**src/sv/fhp_pkg.sv**
```systemverilog
// shared constants, the reply hand-over struct and the hex conversion helpers
// of the framed hex port command unit; no dependencies
`default_nettype none

package fhp_pkg;

  localparam int unsigned FRAME_BYTES_DEF = 14;
  localparam int unsigned STORE_LAST      = 10;
  localparam int unsigned REPLY_LEN       = 12;
  localparam int unsigned IDX_W           = 4;
  localparam int unsigned PADDR_W         = 3;

  localparam logic [7:0] STX_CODE        = 8'h02;
  localparam logic [7:0] ETX_CODE        = 8'h03;
  localparam logic [7:0] CMD_ALL         = 8'h41;
  localparam logic [7:0] CMD_WRITE       = 8'h57;
  localparam logic [7:0] PORT_FIRST      = 8'h41;
  localparam logic [7:0] PORT_LAST       = 8'h44;
  localparam logic [7:0] DIGIT_BASE      = 8'h30;
  localparam logic [7:0] LETTER_OFS      = 8'h37;
  localparam logic [7:0] PORT_RESET      = 8'hFF;
  localparam logic [7:0] DEV_ADDR_RESET  = 8'h52;

  typedef logic [3:0][7:0] port_vec_t;

  typedef struct packed {
    logic      load;
    logic [7:0] addr;
    logic [7:0] cmd;
    port_vec_t ports;
  } reply_load_t;

  function automatic logic [3:0] nibble_of(input logic [7:0] c);
    logic [7:0] v;
    v = c - DIGIT_BASE;
    if (v > 8'd9) begin
      v = c - LETTER_OFS;
    end
    return v[3:0];
  endfunction

  function automatic logic [7:0] pair_value(input logic [7:0] hi, input logic [7:0] lo);
    return {nibble_of(hi), nibble_of(lo)};
  endfunction

  function automatic logic [7:0] hex_char(input logic [3:0] n);
    logic [7:0] w;
    w = {4'd0, n};
    return (n < 4'd10) ? (w + DIGIT_BASE) : (w + LETTER_OFS);
  endfunction

endpackage

`default_nettype wire

```
**src/sv/fhp_frame.sv**
```systemverilog
// frame collector: start hunting, byte store, address check, command decode and port latches
// depends on fhp_pkg
`default_nettype none

module fhp_frame #(
  parameter int unsigned FRAME_BYTES = fhp_pkg::FRAME_BYTES_DEF
) (
  input  wire logic               clk,
  input  wire logic               rst,
  input  wire logic               rx_valid,
  output logic                    rx_stall,
  input  wire logic [7:0]         rx_byte,
  input  wire logic [7:0]         device_address,
  input  wire logic               reply_busy,
  output fhp_pkg::reply_load_t    load
);
  import fhp_pkg::*;

  localparam int unsigned WP_W = $clog2(FRAME_BYTES);

  logic            in_frame;
  logic [WP_W-1:0] write_position;
  logic [7:0]      frame_store [1:STORE_LAST];
  logic [7:0]      eff [1:STORE_LAST];
  port_vec_t       ports;
  port_vec_t       ports_next;
  logic            accept;
  logic            is_etx;
  logic            done;
  logic [7:0]      sel;
  logic [1:0]      sel_idx;

  assign is_etx   = (rx_byte == ETX_CODE);
  assign rx_stall = reply_busy & in_frame & is_etx;
  assign accept   = rx_valid & ~rx_stall;
  assign done     = accept & in_frame & is_etx & (eff[1] == device_address);

  // store contents as they stand once this beat is written
  always_comb begin
    for (int k = 1; k <= STORE_LAST; k++) begin
      eff[k] = (in_frame && write_position == WP_W'(k)) ? rx_byte : frame_store[k];
    end
  end

  assign sel     = eff[4];
  assign sel_idx = 2'(sel - PORT_FIRST);

  always_comb begin
    ports_next = ports;
    if (eff[2] == CMD_ALL) begin
      for (int p = 0; p < 4; p++) begin
        ports_next[p] = pair_value(eff[3 + 2 * p], eff[4 + 2 * p]);
      end
    end else if (eff[2] == CMD_WRITE) begin
      if (sel >= PORT_FIRST && sel <= PORT_LAST) begin
        ports_next[sel_idx] = pair_value(eff[5], eff[6]);
      end
    end
  end

  always_comb begin
    load.load  = done;
    load.addr  = eff[1];
    load.cmd   = eff[2];
    load.ports = ports_next;
  end

  always_ff @(posedge clk) begin
    if (rst) begin
      in_frame       <= 1'b0;
      write_position <= '0;
      ports          <= {4{PORT_RESET}};
      for (int k = 1; k <= STORE_LAST; k++) begin
        frame_store[k] <= 8'd0;
      end
    end else if (accept) begin
      if (!in_frame) begin
        if (rx_byte == STX_CODE) begin
          in_frame       <= 1'b1;
          write_position <= WP_W'(1);
        end
      end else begin
        for (int k = 1; k <= STORE_LAST; k++) begin
          frame_store[k] <= eff[k];
        end
        if (is_etx || write_position == WP_W'(FRAME_BYTES - 1)) begin
          in_frame       <= 1'b0;
          write_position <= '0;
        end else begin
          write_position <= write_position + WP_W'(1);
        end
        if (done) begin
          ports <= ports_next;
        end
      end
    end
  end

endmodule

`default_nettype wire

```
**src/sv/fhp_reply.sv**
```systemverilog
// reply sequencer: snapshot of one reply and the output register that sends its 12 beats
// depends on fhp_pkg
`default_nettype none

module fhp_reply (
  input  wire logic                 clk,
  input  wire logic                 rst,
  input  wire fhp_pkg::reply_load_t load,
  output logic                      busy,
  output logic                      tx_valid,
  input  wire logic                 tx_stall,
  output logic [7:0]                tx_byte,
  output logic                      tx_last,
  output fhp_pkg::port_vec_t        tx_ports
);
  import fhp_pkg::*;

  logic [IDX_W-1:0] idx;
  logic [7:0]       snap_addr;
  logic [7:0]       snap_cmd;
  port_vec_t        snap_ports;
  logic             advance;
  logic             at_last;
  logic [IDX_W-1:0] hex_pos;
  logic [7:0]       hex_src;
  logic [7:0]       beat_byte;

  assign advance = busy & (~tx_valid | ~tx_stall);
  assign at_last = (idx == IDX_W'(REPLY_LEN - 1));
  assign hex_pos = idx - IDX_W'(3);
  assign hex_src = snap_ports[hex_pos[2:1]];

  always_comb begin
    if (idx == IDX_W'(0)) begin
      beat_byte = STX_CODE;
    end else if (idx == IDX_W'(1)) begin
      beat_byte = snap_addr;
    end else if (idx == IDX_W'(2)) begin
      beat_byte = snap_cmd;
    end else if (at_last) begin
      beat_byte = ETX_CODE;
    end else begin
      beat_byte = hex_char(hex_pos[0] ? hex_src[3:0] : hex_src[7:4]);
    end
  end

  always_ff @(posedge clk) begin
    if (rst) begin
      busy     <= 1'b0;
      idx      <= '0;
      tx_valid <= 1'b0;
    end else begin
      if (load.load) begin
        busy       <= 1'b1;
        idx        <= '0;
        snap_addr  <= load.addr;
        snap_cmd   <= load.cmd;
        snap_ports <= load.ports;
      end else if (advance) begin
        idx <= idx + IDX_W'(1);
        if (at_last) begin
          busy <= 1'b0;
        end
      end
      if (advance) begin
        tx_valid <= 1'b1;
        tx_byte  <= beat_byte;
        tx_last  <= at_last;
        tx_ports <= snap_ports;
      end else if (tx_valid && !tx_stall) begin
        tx_valid <= 1'b0;
      end
    end
  end

endmodule

`default_nettype wire

```
**src/sv/framed_hex_port_command_unit_core.sv**
```systemverilog
// a matching ETX loads the reply snapshot; the first beat then enters the output register
// throughput: one received byte per cycle; a closing ETX stalls while a reply is still draining
// a reply is 12 beats, one per cycle while the output side does not stall
// reset (synchronous, rst high): STX hunt, store cleared, port latches 0xFF, address 0x52
// top level: configuration register port, frame collector and reply sequencer
// depends on fhp_pkg, fhp_frame, fhp_reply
`default_nettype none

module framed_hex_port_command_unit_core #(
  parameter int unsigned FRAME_BYTES = fhp_pkg::FRAME_BYTES_DEF
) (
  input  wire logic                        clk,
  input  wire logic                        rst,
  input  wire logic                        rx_valid,
  output logic                             rx_stall,
  input  wire logic [7:0]                  rx_byte,
  output logic                             tx_valid,
  input  wire logic                        tx_stall,
  output logic [7:0]                       tx_byte,
  output logic                             tx_last,
  output logic [7:0]                       port_a_value,
  output logic [7:0]                       port_b_value,
  output logic [7:0]                       port_c_value,
  output logic [7:0]                       port_d_value,
  input  wire logic                        psel,
  input  wire logic                        penable,
  input  wire logic                        pwrite,
  input  wire logic [fhp_pkg::PADDR_W-1:0] paddr,
  input  wire logic [31:0]                 pwdata,
  output logic [31:0]                      prdata,
  output logic                             pready
);
  import fhp_pkg::*;

  logic [7:0]  device_address;
  logic        reply_busy;
  reply_load_t load;
  port_vec_t   tx_ports;
  logic        addr_hit;

  assign pready   = 1'b1;
  assign addr_hit = (paddr[PADDR_W-1] == 1'b0);
  assign prdata   = addr_hit ? {24'd0, device_address} : 32'd0;

  always_ff @(posedge clk) begin
    if (rst) begin
      device_address <= DEV_ADDR_RESET;
    end else if (psel && penable && pwrite && pready && addr_hit) begin
      device_address <= pwdata[7:0];
    end
  end

  fhp_frame #(
    .FRAME_BYTES(FRAME_BYTES)
  ) u_frame (
    .clk           (clk),
    .rst           (rst),
    .rx_valid      (rx_valid),
    .rx_stall      (rx_stall),
    .rx_byte       (rx_byte),
    .device_address(device_address),
    .reply_busy    (reply_busy),
    .load          (load)
  );

  fhp_reply u_reply (
    .clk     (clk),
    .rst     (rst),
    .load    (load),
    .busy    (reply_busy),
    .tx_valid(tx_valid),
    .tx_stall(tx_stall),
    .tx_byte (tx_byte),
    .tx_last (tx_last),
    .tx_ports(tx_ports)
  );

  assign port_a_value = tx_ports[0];
  assign port_b_value = tx_ports[1];
  assign port_c_value = tx_ports[2];
  assign port_d_value = tx_ports[3];

`ifndef SYNTHESIS
  a_last_is_etx: assert property (@(posedge clk) disable iff (rst)
    tx_valid && tx_last |-> tx_byte == ETX_CODE)
    else $error("last reply beat is not ETX");

  a_reply_starts_stx: assert property (@(posedge clk) disable iff (rst)
    $past(!rst) && $past(tx_valid && !tx_stall && tx_last) && tx_valid
      |-> tx_byte == STX_CODE && !tx_last)
    else $error("reply does not open with STX");

  a_ports_steady: assert property (@(posedge clk) disable iff (rst)
    tx_valid && !tx_stall && !tx_last |=> tx_valid && $stable(tx_ports))
    else $error("reply broken or port values changed within a reply");
`endif

endmodule

`default_nettype wire
```
**config.mk**
```make
export PLATFORM = sky130hd
export DESIGN_NAME = framed_hex_port_command_unit_core
export DESIGN_NICKNAME = d
export VERILOG_FILES = /design/src/sv/fhp_pkg.sv /design/src/sv/fhp_frame.sv /design/src/sv/fhp_reply.sv /design/src/sv/framed_hex_port_command_unit_core.sv
export SDC_FILE = /design/constraint.sdc
export NUM_CORES = 1
export LEC_CHECK = 0
export ABC_AREA = 1
export BUFFER_PORTS_ARGS = -buffer_cell sky130_fd_sc_hd__buf_4
export CAP_MARGIN = 20
export CORE_MARGIN = 2
export CORE_UTILIZATION = 55
export CTS_BUF_LIST = sky130_fd_sc_hd__clkbuf_8
export CTS_CLUSTER_SIZE = 12
export DETAILED_ROUTE_END_ITERATION = 8
export PLACE_DENSITY = 0.72
export SETUP_SLACK_MARGIN = 0.4
export SLEW_MARGIN = 20
export SYNTH_ARGS = -nofsm -noshare
export SYNTH_HDL_FRONTEND = slang
export SYNTH_SLANG_ARGS = --single-unit
```
**constraint.sdc**
```tcl
create_clock -name clk -period 8.7 [get_ports clk]
set_input_delay 0.87 -clock clk [delete_from_list [all_inputs] [get_ports clk]]
set_output_delay 0.87 -clock clk [all_outputs]
set_load 0.02 [all_outputs]
```
## After elaboration in Yosys (flattened, before gate mapping)

Memories as Yosys holds them, arrays and structs flattened.
Index checks and enable logic that the tools add are counted.

- $add $sub $neg: 22
- Order comparisons: 14
- Equality and inequality tests: 19
- Mux-type cells: 65
- Bitwise logic cells: 23
- Reduce and logical (&&, ||, !) cells: 29

Operators with widths:

| cell | number |
|---|---|
| $mux W8 | 27 |
| $mux W32 | 3 |
| $mux W4 | 18 |
| $gt A8 B4 Y1 const B | 8 |
| $sub A8 B6 Y8 const B | 8 |
| $bwmux W32 | 1 |
| $sub A4 B3 Y4 const B | 8 |
| $eq A4 B4 Y1 const B | 5 |
| $bmux W8 S2 | 1 |
| $demux W8 S2 | 1 |
| $eq A4 B3 Y1 const B | 4 |
| $eq A8 B2 Y1 const B | 2 |
| $eq A8 B7 Y1 const B | 2 |
| $logic_and A1 B1 Y1 | 16 |
| $add A4 B6 Y7 const B | 2 |
| $mux W1 | 14 |
| $eq A4 B2 Y1 const B | 3 |
| $or A1 B1 Y1 | 11 |
| $add A4 B1 Y4 const B | 2 |
| $eq A4 B1 Y1 const B | 2 |
| $eq A8 B8 Y1 | 1 |
| $ge A8 B7 Y1 const B | 1 |
| $le A8 B7 Y1 const B | 1 |
| $reduce_and A2 Y1 | 4 |
| other kinds (13) | 27 |

- Register bits: 140
- Memory bits (writable): 80
- Input port bits: 50
- Word-level logic and storage cells: 195
- Memories: 1

Memory list:

| memory | words | width | rd ports | clocked after Yosys merged registers in | wr ports | line | RTL |
|---|---|---|---|---|---|---|---|
| u_frame.frame_store | 10 | 8 | 10 | 0 | 10 | fhp_frame.sv:23 | `logic [7:0] frame_store [1:STORE_LAST];` |

## Longest topological paths before layout

- Depth after elaboration: 13
- Mapped depth: 22
- Gate-level depth less buffers: 22

## Modules after synthesis

From an unflattened synthesis, not the netlist that was laid out.

- Cells, all modules: 1455
- Area, all modules: 12283.0 um^2

Modules (own cells, without submodules):

| module | times used | cells an instance | area each (um^2) |
|---|---|---|---|
| fhp_frame | 1 | 1076 | 7881.3 |
| fhp_reply | 1 | 284 | 3756.1 |
| framed_hex_port_command_unit_core | 1 | 95 | 645.6 |

## Least setup slack after synthesis

Ideal clock, no wire load.

- Path type: input-to-reg
- Start: input rx_byte[1]
- End: memory u_frame.frame_store[10][0] (enable)
- Setup time: 629 ps
- Arrival time: 7081 ps
- Path slack: 991 ps
- Stages: 8
- Cell sequence: buf_2 inv_1 nor3_1 nand2_1 nor2_1 nand2_1 nand2_1 o21ai_0

RTL lines:

| what | line | RTL |
|---|---|---|
| start: declaration | framed_hex_port_command_unit_core.sv:16 | `input wire logic [7:0] rx_byte,` |
| end: declaration | fhp_frame.sv:23 |  |

==> results.cfg <==
[clocking]
worstSkewPairLatency_ns = 0.54
tritoncts = done
htree_levels = 2
cts_resized = 0
cts_setup_buffers = 0
cts_hold_buf = 0
cts_made_buffers = 37
root_buffer = clkbuf_8
cts_sinks = 220
cts.clk_slew.worst_paths_ns = 0.06
cts.path.max_buffers = 3

[synthesis]
yosys.area.top_type = edfxtp_1
synth.distinct_cells = 37
synth.area.top_cells = edfxtp_1 (42%), nand2_1 (13%), dfxtp_1 (8.5%)
synth_top_area_frac = 0.424
synth-edff-count = 169
ys_seq_elements = 220
synthSimpleGateAreaFrac = 0.287
synth_mux_area_frac = 0
synth_adder_area_share = 0.0376
synth_top_family_by_area = simple AND/OR/NAND/NOR gates
synth_flop_cell = edfxtp_1
synth_compound_area_frac = 0.0633
syn_area_um2 = 12000
ys_warn_count = 0
seq_area_frac_synth = 0.509
syn_inst = 1478
synthArstFlopShare = 0
synthXorXnorAreaFrac = 0.00732
syn_area_per_cell_um2 = 8.10

[detailed_routing]
ant_nets = 0
vias_per_cell = 5.31
wl_per_cell_um = 15.2
drt-total-wl_mm = 28.2
num_vias = 9866
firstDrtPassIters = 5
drc = 0
drtIter0Drc = 809

[finish]
final-instance-count-excl-fill = 1858
area_delta_synth_final_pct = 11.5
post-route-util = 0.629
n_antenna_cell = 0
seqCellArea_um2 = 6100
multiInputGateArea_um2 = 4850
stdcell_area_um2 = 13300
fin_nets = 1640
fillCellCount = 1900
layout-drive-gt1-share = 0.115

[floorplan]
die_w_um = 152
die_h_um = 152
dieArea_um2 = 23000
io_pins = 126
coreArea_um2 = 21200
rows = 53
start_util = 0.564

[placed_design]
dpl_cell_area_um2 = 12600
placed_cells = 1789
dp_hpwl_mm = 19.9
gp_congestion = 0.853
place_ws_ns = 4.56
io_buffers = 74

[grt]
grt_max_degree = 81
grt_pass1_vias = 8795
antenna_found_initial = 0
grt_overflow_total = 0
grt.total_usage = 0.250
grt_pass1_wl_mm = 44.7

[setup_path]
endpoint_kind = flop
crit_path_frequent_cell = nand2_1
crit_arrival_ns = 4.69
path_max_fanout = 80
worstPathRequired_ns = 9.13
max_stage_delay_ns = 0.72
cp_cell_sequence = inv_1 > ha_1 > nand2_1 > clkinv_1 > nand2_1 > nand2_1 > o21ai_2 > nand2_1 > nand2_1 > nand2_1 > nor2_1 > nand3_2 > nor2_4 > buf_4 > nand3_1 > nand2_1 > inv_1
critPathKind = flop to flop
startpoint_type = flop
crit_slowest_cell = buf_4
cp.buffers_inverters = 4
path_delay_family = simple AND/OR/NAND/NOR gates

[power_and_ir_drop]
power.density_nw_per_um2 = 159
ir_drop_v = 0.000113
total_leakage_power_nw = 6.15

[timing]
slew-limit-headroom = 0.304
finalWorstSetupSlack_ns = 4.44
min_period_over_period = 0.489
fin_skew_ns = 0.0144
setup_viol_count_final = 0
finalSetupTns_ns = 0
fin_crit_ns = 4.26
max_freq_mhz = 235
hold_viol = 0
rsz0062_at_grt = false
worst_slew_pin_slew_ns = 1.04
slew_violations = 0

[run]
max_cap_violations = 0

[status]
status = finished, final reports clean

[hold_path]
hp-class = flop to flop
-- power breakdown --
part / switching [mW] / leakage (nW) / internal [mW] / total [mW]
registers: 0.00431 / 2.08 / 1.14 / 1.14
logic: 0.0879 / 3.67 / 0.0325 / 0.120
clock network: 0.420 / 0.394 / 0.437 / 0.857
-- worst reg2reg max path, stage by stage, from the launching register on --
cell and delay (ns):
dfxtp_1 0.38, inv_1 0.10, ha_1 0.20, nand2_1 0.12, clkinv_1 0.18, nand2_1 0.66, nand2_1 0.16, o21ai_2 0.15
nand2_1 0.08, nand2_1 0.07, nand2_1 0.05, nor2_1 0.15, nand3_2 0.53, nor2_4 0.22, buf_4 0.72, nand3_1 0.25
nand2_1 0.09, inv_1 0.04
-- per-layer routing --
layer	track usage	wire length (um)	up-vias	share of wire
li1	-	-	4899	-
met1	0.351	12500	4536	0.44
met2	0.383	12400	358	0.44
met3	0.0434	2160	73	0.076
met4	0.108	1090	0	0.039
met5	0	0	-	0
-- stage by stage --
step                hold slack [ns]  power [mW]
finish                        0.460        2.12
global route                  0.469        2.19
CTS                           0.457        2.14
detailed placement            0.443        1.28
global placement              0.434        1.28
floorplan                     0.427        1.25
-- cells by family (layout without fill, tap and decap cells) --
group | Yosys count | in the layout
buffers and inverters | 268 | 350
XOR/XNOR | 10 | 10
other | 2 | 25
adder cells (fa/ha/maj) | 36 | 36
flip-flops | 220 | 220
AND/OR/NAND/NOR | 810 | 810
AO/OA/AOI/OAI | 132 | 132
-- synth_stat cells (all sizes together) (7+ instances only) --
| cell | instances |
|---|---|
| ha | 36 |
| clkbuf | 16 |
| edfxtp | 169 |
| o21a | 14 |
| nand4 | 7 |
| o21ai | 66 |
| nand3 | 167 |
| a21oi | 37 |
| o211ai | 7 |
| buf | 49 |
| nand3b | 8 |
| clkinv | 7 |
| dfxtp | 51 |
| inv | 196 |
| nand2 | 437 |
| nor2 | 174 |
| xor2 | 9 |
-- cell usage in the layout (no fill, tap or decap), drive strengths merged --
cell type / Yosys / final
nand2: 437 / 437
inv: 196 / 208
nor2: 174 / 174
edfxtp: 169 / 169
nand3: 167 / 167
buf: 49 / 79
o21ai: 66 / 66
dfxtp: 51 / 51
clkbuf: 16 / 41
a21oi: 37 / 37
ha: 36 / 36
conb: 2 / 25
clkinv: 7 / 22
o21a: 14 / 14
xor2: 9 / 9
nand3b: 8 / 8
o211ai: 7 / 7
nand4: 7 / 7
nor3: 6 / 6
and3: 5 / 5
a31oi: 5 / 5
or2: 4 / 4
and2b: 2 / 2
xnor2: 1 / 1
o221ai: 1 / 1
a21boi: 1 / 1
a211oi: 1 / 1
-- registers in the layout, summed over array words and instances, names as in the netlist, 8 cells and up --
register             flops
u_frame.frame_store     80
u_reply.snap_cmd         8
u_reply.tx_ports        32
u_reply.snap_addr        8
u_reply.snap_ports      32
u_frame.ports           32
u_reply.tx_byte          8
device_address           8
-- path summary, 6_finish.rpt --
check        cells after the start                   end                      start  slack, ns
min                              0  u_reply.tx_ports[13]     u_reply.snap_ports[13]       0.46
min reg2reg                      0  u_reply.tx_ports[13]     u_reply.snap_ports[13]       0.46
max                             17     u_frame.ports[23]  u_frame.write_position[1]       4.44
max reg2reg                     17     u_frame.ports[23]  u_frame.write_position[1]       4.44
-- layout make-up --
cell class                 count  area share
clock inverter                27     0.00900
tap                          275      0.0258
inverter                     203      0.0571
multi-input combinational   1013       0.364
clock buffer                  41      0.0423
timing repair buffer          79      0.0454
sequential                   220       0.457
No activity file was read; power rests on OpenSTA's default activity.
